**src/rtl/voxel_face_culling_mesher_core_assert.svh**
```systemverilog
// Assertion macros used by the voxel mesher back end (vfcm_back).
// No dependencies; included inside module bodies.
`ifndef VOXEL_FACE_CULLING_MESHER_CORE_ASSERT_SVH
`define VOXEL_FACE_CULLING_MESHER_CORE_ASSERT_SVH

// Same-cycle implication, checked outside reset.
`define VFCM_ASSERT_IMP(lbl, clk, rst_n, ante, cons, msg) \
	lbl: assert property (@(posedge clk) disable iff (!rst_n) (ante) |-> (cons)) \
		else $error(msg);

// Next-cycle implication, checked outside reset.
`define VFCM_ASSERT_NXT(lbl, clk, rst_n, ante, cons, msg) \
	lbl: assert property (@(posedge clk) disable iff (!rst_n) (ante) |=> (cons)) \
		else $error(msg);

`endif

```
**src/rtl/vfcm_pkg.sv**
```systemverilog
// Types, constants and corner tables for the voxel face-culling mesher.
// No dependencies; imported by every module of the block.
package vfcm_pkg;

	localparam int CHUNK_SIDE_DEF = 16;
	localparam int TYPE_BITS_DEF  = 8;
	localparam int IDX_W          = 18;
	localparam int QUEUE_DEPTH    = 4;
	localparam int NUM_FACES      = 6;

	localparam logic [1:0] MODE_WRITE = 2'd0;
	localparam logic [1:0] MODE_START = 2'd1;
	localparam logic [1:0] MODE_EMIT  = 2'd2;

	typedef struct packed {
		logic [1:0] mode;
		logic [3:0] vox_x;
		logic [3:0] vox_y;
		logic [3:0] vox_z;
		logic [7:0] voxel_type;
	} item_t;

	typedef struct packed {
		logic [4:0]       pos_x;
		logic [4:0]       pos_y;
		logic [4:0]       pos_z;
		logic [2:0]       face_dir;
		logic [7:0]       face_type;
		logic [IDX_W-1:0] vertex_index;
		logic             is_last;
	} result_t;

	// One entry of the queue: either a counter clear or a voxel to emit.
	typedef struct packed {
		logic                 is_start;
		logic [3:0]           x;
		logic [3:0]           y;
		logic [3:0]           z;
		logic [7:0]           face_type;
		logic [NUM_FACES-1:0] faces;
	} job_t;

	// Corner k (0..3) of a face; corner bits are {dx, dy, dz}.
	function automatic logic [2:0] face_corner(input logic [2:0] face, input logic [1:0] k);
		logic [11:0] row;
		begin
			case (face)
				3'd0: row = {3'd0, 3'd1, 3'd2, 3'd3};
				3'd1: row = {3'd5, 3'd4, 3'd7, 3'd6};
				3'd2: row = {3'd4, 3'd0, 3'd6, 3'd2};
				3'd3: row = {3'd1, 3'd5, 3'd3, 3'd7};
				3'd4: row = {3'd5, 3'd1, 3'd4, 3'd0};
				3'd5: row = {3'd6, 3'd2, 3'd7, 3'd3};
				default: row = '0;
			endcase
			face_corner = row[k*3 +: 3];
		end
	endfunction

	// Two triangles per face: corners 0, 1, 2, 3, 2, 1.
	function automatic logic [1:0] emit_order(input logic [2:0] v);
		begin
			case (v)
				3'd0: emit_order = 2'd0;
				3'd1: emit_order = 2'd1;
				3'd2: emit_order = 2'd2;
				3'd3: emit_order = 2'd3;
				3'd4: emit_order = 2'd2;
				3'd5: emit_order = 2'd1;
				default: emit_order = 2'd0;
			endcase
		end
	endfunction

endpackage

```
**src/rtl/vfcm_fifo.sv**
```systemverilog
// Short job queue between the classifying front and the emitting back.
// Depends on vfcm_pkg for the job type and depth.
module vfcm_fifo (
	input  logic           clk,
	input  logic           arst_n,
	input  logic           push,
	input  vfcm_pkg::job_t push_data,
	input  logic           pop,
	output vfcm_pkg::job_t head,
	output logic           full,
	output logic           empty
);
	import vfcm_pkg::*;

	localparam int PW = $clog2(QUEUE_DEPTH);

	job_t            slot_q [QUEUE_DEPTH];
	logic [PW-1:0]   wr_ptr_q;
	logic [PW-1:0]   rd_ptr_q;
	logic [PW:0]     cnt_q;

	assign full  = (cnt_q == (PW+1)'(QUEUE_DEPTH));
	assign empty = (cnt_q == '0);
	assign head  = slot_q[rd_ptr_q];

	always_ff @(posedge clk) begin
		if (push) begin
			slot_q[wr_ptr_q] <= push_data;
		end
	end

	always_ff @(posedge clk or negedge arst_n) begin
		if (!arst_n) begin
			wr_ptr_q <= '0;
			rd_ptr_q <= '0;
			cnt_q    <= '0;
		end else begin
			if (push) begin
				wr_ptr_q <= wr_ptr_q + 1'b1;
			end
			if (pop) begin
				rd_ptr_q <= rd_ptr_q + 1'b1;
			end
			if (push && !pop) begin
				cnt_q <= cnt_q + 1'b1;
			end else if (pop && !push) begin
				cnt_q <= cnt_q - 1'b1;
			end
		end
	end

endmodule

```
**config.mk**
```make
export PLATFORM = sky130hd
export DESIGN_NAME = vfcm_fifo
export DESIGN_NICKNAME = d
export VERILOG_FILES = /design/src/rtl/voxel_face_culling_mesher_core_assert.svh /design/src/rtl/vfcm_pkg.sv /design/src/rtl/vfcm_fifo.sv
export SDC_FILE = /design/constraint.sdc
export NUM_CORES = 1
export LEC_CHECK = 0
export ABC_CLOCK_PERIOD_IN_PS = 4150
export BUFFER_PORTS_ARGS = -buffer_cell sky130_fd_sc_hd__buf_2
export CELL_PAD_IN_SITES_DETAIL_PLACEMENT = 0
export CELL_PAD_IN_SITES_GLOBAL_PLACEMENT = 1
export CORE_MARGIN = 4
export CORE_UTILIZATION = 52
export CTS_BUF_LIST = sky130_fd_sc_hd__clkbuf_16
export DETAILED_ROUTE_END_ITERATION = 8
export PLACE_DENSITY_LB_ADDON = 0.1
export SLEW_MARGIN = 20
export SYNTH_ARGS = -nofsm -noshare
export SYNTH_HDL_FRONTEND = slang
export SYNTH_SLANG_ARGS = --single-unit
```
**constraint.sdc**
```tcl
create_clock -name clk -period 4.15 [get_ports clk]
set_clock_uncertainty 0.2 [all_clocks]
set_input_delay 0.2075 -clock clk [delete_from_list [all_inputs] [get_ports clk]]
set_output_delay 0.2075 -clock clk [all_outputs]
set_load 0.02 [all_outputs]
```
==> results.md <==
- Status: finished, final reports clean
- Number of routed nets with antenna violations: 0
- Vias per cell: around 5.3
- Worst Path Required: 3740 ps
- FF/Latch Area: about 0.0034 mm^2
- Clk slew on worst S/H paths: about 50 ps
- CTS H-Tree Depth: 4
- Most common cell after layout, fill and taps aside: edfxtp_1
- Setup CP Type: flop to output pin
- Setup crit start kind: flop
- Max FO, Critical Path: 29
- Most frequent cells in the layout: edfxtp_1, buf_2, dlygate4sd3_1
- Starting Density: 0.545
- Max Freq: between 0.3 and 0.4 GHz
- Longest Clk Path Bufs: 2
- Sequential area share after synthesis: 0.795
- Final min period: ~2600 ps
- Die Area: between 0.009 and 0.01 mm^2
- RSZ-0062 raised after global routing: no
- Layout cells sized above 1: 0.409
- Slew Limit Fails: 0
- Vias in the first global route: between 2k and 2.5k
- Root buffer cell: clkbuf_16
- Synthesized net count: about 210
- Chip height: a little under 100 um
- Max Cap Viol: 0
- Post-CTS sizing: 0
- IO buf count: 59
- Register bit total from synthesis: ~120
- Clock Latency Late Sink: just under 400 ps
- Detailed Route WL: ~7700 um
- Hold Vio Cnt, Final: 0
- Hold WC Path Type: flop to flop
- Total grt overflow: 0
- Crit path DAT: around 2200 ps
- Core ar.: a little under 0.008 mm^2
- First-pass detailed-route iteration total: 4
- Post-synthesis cell count: 175
- Clock Sink Count: about 120
- Pwr dens: between 700 and 800 mW/mm^2
- Yosys Warn Count: 0
- Filler Cells Inserted: 462
- Global placement routability congestion: just under 0.7
- Iteration-0 DRC Markers: 48
- Largest net degree at the start of global routing: 30
- NumNets Final: 320
- Synth-to-layout area growth: 31.6%
- Static Leak: about 2.1 nW
- Setup Viol. Count Final: 0
- Total Routing Usage GR: 0.174
- Final core occ: 0.717
- Peak VDD IR: 552 uV
- Average cell area after synthesis: about 25 um^2
- Remaining DRCs: 0
- Cts bufs inserted: 17
- Initial antenna violation count: 0
- Post-synthesis instance area: around 0.0043 mm^2
- Synth cell types: 20
- Num rows: 32
- Die Wd: approximately 100 um
- Final period util: 0.631
- Area of the multi-input gates: between 800 and 900 um^2
- Max-slew headroom: 0.323
- HPWL after detailed placement: approximately 4700 um
- Endpoint class of the critical path: output pin
- Vias: between 2k and 2.5k
- Global-route wire length before repair: around 12000 um
- I/O pin cnt: 60
- Wire per inst: around 19 um
- Antenna diodes: 0
- Setup TNS: 0 ps
- Slew @ Worst Pin: ~1000 ps
- CTS tree: built
==> synthesized netlist by cell type <==
cell / number / area share
and2_1: 4 / 0.0058
buf_12: 1 / 0.0047
buf_2: 3 / 0.0035
buf_4: 1 / 0.0017
buf_6: 1 / 0.0026
dfrtp_1: 7 / 0.041
edfxtp_1: 108 / 0.75
fa_1: 1 / 0.0047
ha_1: 5 / 0.015
inv_1: 4 / 0.0035
mux2_2: 1 / 0.0026
mux4_1: 1 / 0.0061
mux4_2: 26 / 0.14
nand2_1: 2 / 0.0017
nor2_1: 1 / 0.00087
nor3_1: 1 / 0.0012
nor3b_1: 1 / 0.0017
o21ai_0: 1 / 0.0012
xnor2_1: 2 / 0.0041
xor2_1: 4 / 0.0081
==> timing repair <==
item                      CTS  global route
hold buffers               31             0
buffers inserted            0             0
hold endpoints to repair  119             0
==> registers in the layout, indices dropped and copies added (netlist names) <==
name,cells
rd_ptr_q,2
cnt_q,3
slot_q,108
wr_ptr_q,2
==> final timing paths <==
| path | startpoint | to | slack (ps) | cells after the start |
|---|---|---|---|---|
| max | rd_ptr_q[0] | head[20] | 1530 | 2 |
| min | cnt_q[2] | cnt_q[2] | 300 | 1 |
| max reg2reg | wr_ptr_q[0] | slot_q[2][16] | 1870 | 4 |
| min reg2reg | cnt_q[2] | cnt_q[2] | 300 | 1 |
| max in group asynchronous | arst_n | rd_ptr_q[0] | 2910 | 3 |
| min in group asynchronous | arst_n | cnt_q[0] | 570 | 3 |
==> final cells by class <==
cell class	count	area share
flip-flops and latches	115	0.604
multi-input cells	50	0.144
repair buffers	95	0.114
clock buffers	17	0.0752
clock inverters	15	0.0380
well taps	102	0.0226
inverters	4	0.00265
==> cell families after synthesis <==
logic type,share of synthesized area
compound gates,0.00116
xor+xnor,0.0122
fa+ha+maj,0.0192
buf+inv,0.0160
flops,0.795
mux,0.145
simple gates,0.0113
==> per-layer routing <==
| layer | share of wire | GRT usage | routed length (um) |
|---|---|---|---|
| met1 | 0.39 | 0.204 | 2970 |
| met3 | 0.048 | 0.0609 | 369 |
| met5 | 0 | 0 | 0 |
| met2 | 0.56 | 0.300 | 4280 |
| met4 | 0.0085 | 0.0567 | 65 |
==> power by group <==
group	leakage [nW]	switching (W)	internal, W
combinational	0.677	0.000579	0.000485
sequential	1.07	0.000168	0.00153
clock	0.305	0.000482	0.00106
total	2.06	0.00123	0.00307
==> through the flow <==
stage               setup WS, ps  hold slack [ps]  area (um^2)  cells  power, W
finish                      1530              296         5660    398   0.00430
global route                1340              313         5660    398   0.00450
CTS                         1440              295         5660    398   0.00436
detailed placement          1820             -145         4710    335   0.00279
global placement            1880             -157         4710    335   0.00274
floorplan                   2270             -288         4300    175   0.00245
==> critical path, stage by stage, from the launching register on <==
cell and delay [ps]:
dfrtp_2 1000, mux4_1 640, buf_2 170
No activity file was read; power rests on OpenSTA's default activity.
