<file path="src/rtl/voxel_face_culling_mesher_core_assert.svh">
// Assertion macros used by the voxel mesher back end (vfcm_back).
// No dependencies; included inside module bodies.
`ifndef VOXEL_FACE_CULLING_MESHER_CORE_ASSERT_SVH
`define VOXEL_FACE_CULLING_MESHER_CORE_ASSERT_SVH

// Same-cycle implication, checked outside reset.
`define VFCM_ASSERT_IMP(lbl, clk, rst_n, ante, cons, msg) \
	lbl: assert property (@(posedge clk) disable iff (!rst_n) (ante) |-> (cons)) \
		else $error(msg);

// Next-cycle implication, checked outside reset.
`define VFCM_ASSERT_NXT(lbl, clk, rst_n, ante, cons, msg) \
	lbl: assert property (@(posedge clk) disable iff (!rst_n) (ante) |=> (cons)) \
		else $error(msg);

`endif

</file>
<file path="src/rtl/vfcm_pkg.sv">
// Types, constants and corner tables for the voxel face-culling mesher.
// No dependencies; imported by every module of the block.
package vfcm_pkg;

	localparam int CHUNK_SIDE_DEF = 16;
	localparam int TYPE_BITS_DEF  = 8;
	localparam int IDX_W          = 18;
	localparam int QUEUE_DEPTH    = 4;
	localparam int NUM_FACES      = 6;

	localparam logic [1:0] MODE_WRITE = 2'd0;
	localparam logic [1:0] MODE_START = 2'd1;
	localparam logic [1:0] MODE_EMIT  = 2'd2;

	typedef struct packed {
		logic [1:0] mode;
		logic [3:0] vox_x;
		logic [3:0] vox_y;
		logic [3:0] vox_z;
		logic [7:0] voxel_type;
	} item_t;

	typedef struct packed {
		logic [4:0]       pos_x;
		logic [4:0]       pos_y;
		logic [4:0]       pos_z;
		logic [2:0]       face_dir;
		logic [7:0]       face_type;
		logic [IDX_W-1:0] vertex_index;
		logic             is_last;
	} result_t;

	// One entry of the queue: either a counter clear or a voxel to emit.
	typedef struct packed {
		logic                 is_start;
		logic [3:0]           x;
		logic [3:0]           y;
		logic [3:0]           z;
		logic [7:0]           face_type;
		logic [NUM_FACES-1:0] faces;
	} job_t;

	// Corner k (0..3) of a face; corner bits are {dx, dy, dz}.
	function automatic logic [2:0] face_corner(input logic [2:0] face, input logic [1:0] k);
		logic [11:0] row;
		begin
			case (face)
				3'd0: row = {3'd0, 3'd1, 3'd2, 3'd3};
				3'd1: row = {3'd5, 3'd4, 3'd7, 3'd6};
				3'd2: row = {3'd4, 3'd0, 3'd6, 3'd2};
				3'd3: row = {3'd1, 3'd5, 3'd3, 3'd7};
				3'd4: row = {3'd5, 3'd1, 3'd4, 3'd0};
				3'd5: row = {3'd6, 3'd2, 3'd7, 3'd3};
				default: row = '0;
			endcase
			face_corner = row[k*3 +: 3];
		end
	endfunction

	// Two triangles per face: corners 0, 1, 2, 3, 2, 1.
	function automatic logic [1:0] emit_order(input logic [2:0] v);
		begin
			case (v)
				3'd0: emit_order = 2'd0;
				3'd1: emit_order = 2'd1;
				3'd2: emit_order = 2'd2;
				3'd3: emit_order = 2'd3;
				3'd4: emit_order = 2'd2;
				3'd5: emit_order = 2'd1;
				default: emit_order = 2'd0;
			endcase
		end
	endfunction

endpackage

</file>
<file path="src/rtl/vfcm_back.sv">
// Back end: walks the visible faces of one job and emits a vertex per cycle.
// Depends on vfcm_pkg and the assertion macro header; pops from vfcm_fifo.
module vfcm_back (
	input  logic              clk,
	input  logic              arst_n,
	input  vfcm_pkg::job_t    head,
	input  logic              empty,
	output logic              pop,
	output logic              strobe,
	output vfcm_pkg::result_t result
);
	import vfcm_pkg::*;
	`include "voxel_face_culling_mesher_core_assert.svh"

	job_t                 job_q;
	logic [NUM_FACES-1:0] rem_q;
	logic [2:0]           v_q;
	logic                 act_q;
	logic [IDX_W-1:0]     cnt_q;
	logic                 strobe_q;
	result_t              result_q;

	logic [2:0]           cur_f;
	logic [2:0]           corner;
	logic [NUM_FACES-1:0] rem_next;
	logic                 last_vtx;
	logic                 ending;

	// The lowest remaining face is the one being emitted.
	always_comb begin
		cur_f = 3'd0;
		for (int i = NUM_FACES - 1; i >= 0; i--) begin
			if (rem_q[i]) begin
				cur_f = 3'(i);
			end
		end
	end

	assign corner   = face_corner(cur_f, emit_order(v_q));
	assign rem_next = rem_q & ~(NUM_FACES'(1) << cur_f);
	assign last_vtx = (v_q == 3'd5);
	assign ending   = act_q && last_vtx && (rem_next == '0);
	assign pop      = !empty && (!act_q || ending);

	assign strobe = strobe_q;
	assign result = result_q;

	always_ff @(posedge clk) begin
		if (act_q) begin
			result_q.pos_x        <= 5'(job_q.x) + 5'(corner[2]);
			result_q.pos_y        <= 5'(job_q.y) + 5'(corner[1]);
			result_q.pos_z        <= 5'(job_q.z) + 5'(corner[0]);
			result_q.face_dir     <= cur_f;
			result_q.face_type    <= job_q.face_type;
			result_q.vertex_index <= cnt_q;
			result_q.is_last      <= ending;
		end
		if (pop && !head.is_start) begin
			job_q <= head;
		end
	end

	always_ff @(posedge clk or negedge arst_n) begin
		if (!arst_n) begin
			rem_q    <= '0;
			v_q      <= '0;
			act_q    <= 1'b0;
			cnt_q    <= '0;
			strobe_q <= 1'b0;
		end else begin
			strobe_q <= act_q;
			if (act_q) begin
				cnt_q <= cnt_q + 1'b1;
				if (last_vtx) begin
					v_q   <= '0;
					rem_q <= rem_next;
					if (rem_next == '0) begin
						act_q <= 1'b0;
					end
				end else begin
					v_q <= v_q + 3'd1;
				end
			end
			// A start beat is ordered behind the vertices before it, so it may
			// override the increment of the final vertex.
			if (pop) begin
				if (head.is_start) begin
					cnt_q <= '0;
				end else begin
					rem_q <= head.faces;
					v_q   <= '0;
					act_q <= 1'b1;
				end
			end
		end
	end

	`VFCM_ASSERT_NXT(a_burst_gapless, clk, arst_n, strobe_q && !result_q.is_last, strobe_q,
		"vertices of one voxel are not consecutive")
	`VFCM_ASSERT_NXT(a_index_step, clk, arst_n, strobe_q && !result_q.is_last,
		result_q.vertex_index == $past(result_q.vertex_index) + 1'b1,
		"vertex index skipped within a voxel")
	`VFCM_ASSERT_IMP(a_active_faces, clk, arst_n, act_q, rem_q != '0,
		"emitter active with no faces left")

endmodule

</file>
<file path="config.mk">
export PLATFORM = sky130hd
export DESIGN_NAME = vfcm_back
export DESIGN_NICKNAME = d
export VERILOG_FILES = /design/src/rtl/vfcm_pkg.sv /design/src/rtl/vfcm_back.sv
export VERILOG_INCLUDE_DIRS = /design/src /design/src/rtl
export SDC_FILE = /design/constraint.sdc
export NUM_CORES = 1
export LEC_CHECK = 0
export CAP_MARGIN = 20
export CORE_MARGIN = 4
export CORE_UTILIZATION = 56
export DETAILED_ROUTE_END_ITERATION = 8
export DONT_BUFFER_PORTS = 1
export PLACE_DENSITY = 0.75
export SYNTH_ARGS = -nofsm -noshare
export SYNTH_HDL_FRONTEND = slang
export SYNTH_SLANG_ARGS = --single-unit
</file>
<file path="constraint.sdc">
create_clock -name clk -period 3.1 [get_ports clk]
set_clock_uncertainty 0.15 [all_clocks]
set_input_delay 0.93 -clock clk [delete_from_list [all_inputs] [get_ports clk]]
set_output_delay 0.93 -clock clk [all_outputs]
set_load 0.02 [all_outputs]
</file>
==> key figures <==
Power
  – Net switching power: 1.86 mW
  – Clock power share: 16.2%
  – Static Leak: 1.59 nW
  – Share of total power in combinational logic: 25.5%
  – Pwr Total: 4.67 mW
  – PwrDens: 1130 mW/mm^2
  – Sequential power share: 58.3%
  – Switching portion of total power: 39.7%
  – Peak VDD IR: 566 uV
  – Int Pwr: 2.82 mW

Clock network
  – Clk sinks: 94
  – CTS Root Cell: clkbuf_8
  – CTS tree: yes
  – Post-CTS setup buffer count: 0
  – Clk buf depth: 2
  – H-tree depth reported by CTS: 3
  – TritonCTS buffer count: 9
  – CTS hold repair buffers: 0
  – Clk pin slew, worst setup/hold paths: 90 ps
  – Clk_lat worst skew: 360 ps

Cells and area
  – N_diodes: 0
  – Share of cells above drive strength 1: 11.2%
  – Layout Cells excl Fill: 363
  – P&R area growth vs syn: 7.05%
  – Final net count: 319

Hold path
  – Hold Path Class: input pin to async pin

Worst setup path
  – Worst Path Required: 2020 ps
  – Reg2Reg Launch Point: rem_q[3]
  – Arr. time, crit path: 1950 ps
  – Crit. End Element: primary output
  – R2r endpoint: result[32]
  – Worst-path cell chain: or4_4 > a21oi_4 > a31oi_2 > nor2_4
  – Reg2Reg Depth: 7
  – Critical path startpoint category: flop
  – Max FO, Critical Path: 8
  – FF-to-FF setup slack: 480 ps
  – Critical-path top delay cell: or4_4
  – Kind of critical path: flop to primary output
  – Max stage delay on crit path: 620 ps
  – Worst setup endpoint: pop
  – Worst Setup SP: rem_q[3]

Drt
  – DRC: 0
  – Routed Antenna Nets: 0
  – Via count: 2164
  – Drt total wl: 6.30 mm
  – Vias per cell: 5.96
  – WL per Instance: 17.4 um
  – Starting DRT DRC Count: 84
  – DRT Pass-1 Iters: 5

Floorplanning
  – Die area: 0.00827 mm^2
  – Cell Rows: 29
  – I/O pin cnt: 77
  – Die Y-Extent: 91.0 um
  – Core outline area: 0.00653 mm^2
  – Initial Util: 59.0%
  – Die width: 91.0 um

STA
  – Final Max Slew Viols: 0
  – RSZ-0062 raised after global routing: false
  – Slew @ Worst Pin: 662 ps
  – Period utilization: 97.8%
  – Setup TNS: 0 ps
  – Final Setup Violations: 0
  – Final min period: 3030 ps
  – Slew HR: 55.9%
  – FMAX: 330 MHz
  – WHS: 108 ps
  – Hold Vio Cnt, Final: 0

Yosys
  – Ys async rst share: 30.9%
  – Seq cells post-synth: 94
  – Count of different cell masters after synthesis: 47
  – Largest family of logic cells by synthesized area: simple AND/OR/NAND/NOR gates
  – Syn Nets: 312
  – Cell taking the most area after synthesis: edfxtp_1
  – Synth area leaders: edfxtp_1 (51%), dfrtp_1 (19%), ha_1 (2.6%)
  – Mapped cell area: 0.00385 mm^2
  – Compound-gate portion of the synthesized area: 7.99%
  – Post-Synth XOR/XNOR Area: 4.09%
  – Post-Synth Simple-Gate Area: 12.2%
  – Most common library cells after synthesis: edfxtp_1 (65), dfrtp_1 (29), nor2_1 (24), nand3_1 (12)
  – Syn_area_per_cell: 14.1 um^2
  – Post-synthesis adder-cell area fraction: 2.86%
  – Mux cell area share after synthesis: 0.779%
  – Post-synth EDFFs: 65
  – Cells after Synth: 274
  – Yosys top cell area share: 50.6%
  – Yosys warning count: 0
  – Most common cell in the synthesized netlist: edfxtp_1
  – Sequential area share after synthesis: 69.5%
  – Ys flop type: edfxtp_1

Global routing
  – First-pass GRT wire length: 10.4 mm
  – Grt ovf: 0
  – Vias in the first global route: 2037
  – Initial antenna violation count: 0
  – Total track usage: 16.1%
  – Largest net degree at the start of global routing: 45

Place
  – Dpl cells: 347
  – Gpl congestion: 0.859
  – Buffers added on ports: 0
  – DP HPWL: 4.45 mm

Status
  – Outcome: finished, final reports clean

Flow run
  – Max-cap violations: 0
[routing by layer]
metal / GRT usage (%) / up-vias / share of wire, % / wire length [um]
met3: 4.63 / 10 / 2.8 / 179
met4: 6.03 / 0 / 1.8 / 114
li1: - / 1037 / - / -
met2: 25.6 / 55 / 50 / 3130
met5: 0 / - / 0 / 0
met1: 21.3 / 1062 / 46 / 2880
[worst max-delay path, delay by kind of cell (launching register included)]
family	cells	cell delay [ps]
flops	1	480
simple gates	2	790
compound gates	2	340
[state kept, by name, summed over array words and instances (netlist names)]
register / flops
v_q: 3
cnt_q: 18
result: 45
strobe: 1
rem_q: 6
job_q: 20
act_q: 1
[how the worst min path moves through the flow]
stage | to | slack (ps) | depth (start not counted)
4_1_cts | cnt_q[17] | 90 | 0
2_1_floorplan | result[19] | 250 | 0
3_5_place_dp | result[24] | 260 | 0
6_report | rem_q[0] | 110 | 0
3_3_place_gp | result[20] | 250 | 0
5_1_grt | cnt_q[17] | 70 | 0
[power groups by stage]
stage,Sequential [mW],Clock [mW],Combinational (mW)
2_1_floorplan,2.67,0,0.919
3_3_place_gp,2.73,0,1.11
3_5_place_dp,2.76,0,1.17
4_1_cts,2.73,0.776,1.19
5_1_grt,2.79,0.846,1.35
6_report,2.72,0.759,1.19
[layout by cell type, fill, tap and decap left out, drive strengths merged, types with 2 or more instances in the layout]
cell type | netlist | layout
nor2 | 25 | 25
and3 | 6 | 6
nand3b | 4 | 4
o31ai | 5 | 5
nand2b | 2 | 2
xnor2 | 8 | 8
mux2i | 3 | 3
nor2b | 2 | 2
inv | 10 | 14
or3 | 6 | 6
nand4 | 5 | 5
nand2 | 9 | 9
edfxtp | 65 | 65
nand3 | 12 | 12
o21ai | 11 | 11
nand4b | 2 | 2
buf | 5 | 5
o32ai | 2 | 2
ha | 8 | 8
and4 | 2 | 2
xor2 | 10 | 10
or4 | 3 | 3
or2 | 3 | 3
clkbuf | 4 | 9
nor4 | 3 | 3
a21oi | 9 | 9
o211ai | 5 | 5
dfrtp | 29 | 29
clkinvlp | 0 | 2
and2 | 3 | 3
[metrics by stage]
step                      instance area, um^2  setup WS [ps]  util (%)
after global routing                     4130           1.40      63.2
after floorplan                          3850            231         -
after global placement                   3930            251      60.1
final                                    4130           68.3      63.2
after detailed placement                 3930            207      60.1
after CTS                                4120           21.3      63.1
[repair_timing]
item | CTS | global route
gates resized for setup | 2 | 2
pin swaps | 0 | 0
endpoints found under the setup margin | 1 | 1
[cells by family (layout without fill, tap and decap cells)]
kind of cell,after synthesis,in the layout
mux,3,3
xor+xnor,18,18
compound gates,43,43
buf+inv,19,31
simple gates,88,88
fa+ha+maj,9,9
flops,94,94
[area by class of cell]
class                   instances  area (um^2)
multi-input cells             161         1090
well taps                      77         96.3
clock inverters                 7         63.8
repair buffers                  5         37.5
flip-flops and latches         94         2680
inverters                      10         37.5
clock buffers                   9          124
fillers                       496         2410
Power figures use the tool's default switching activity.
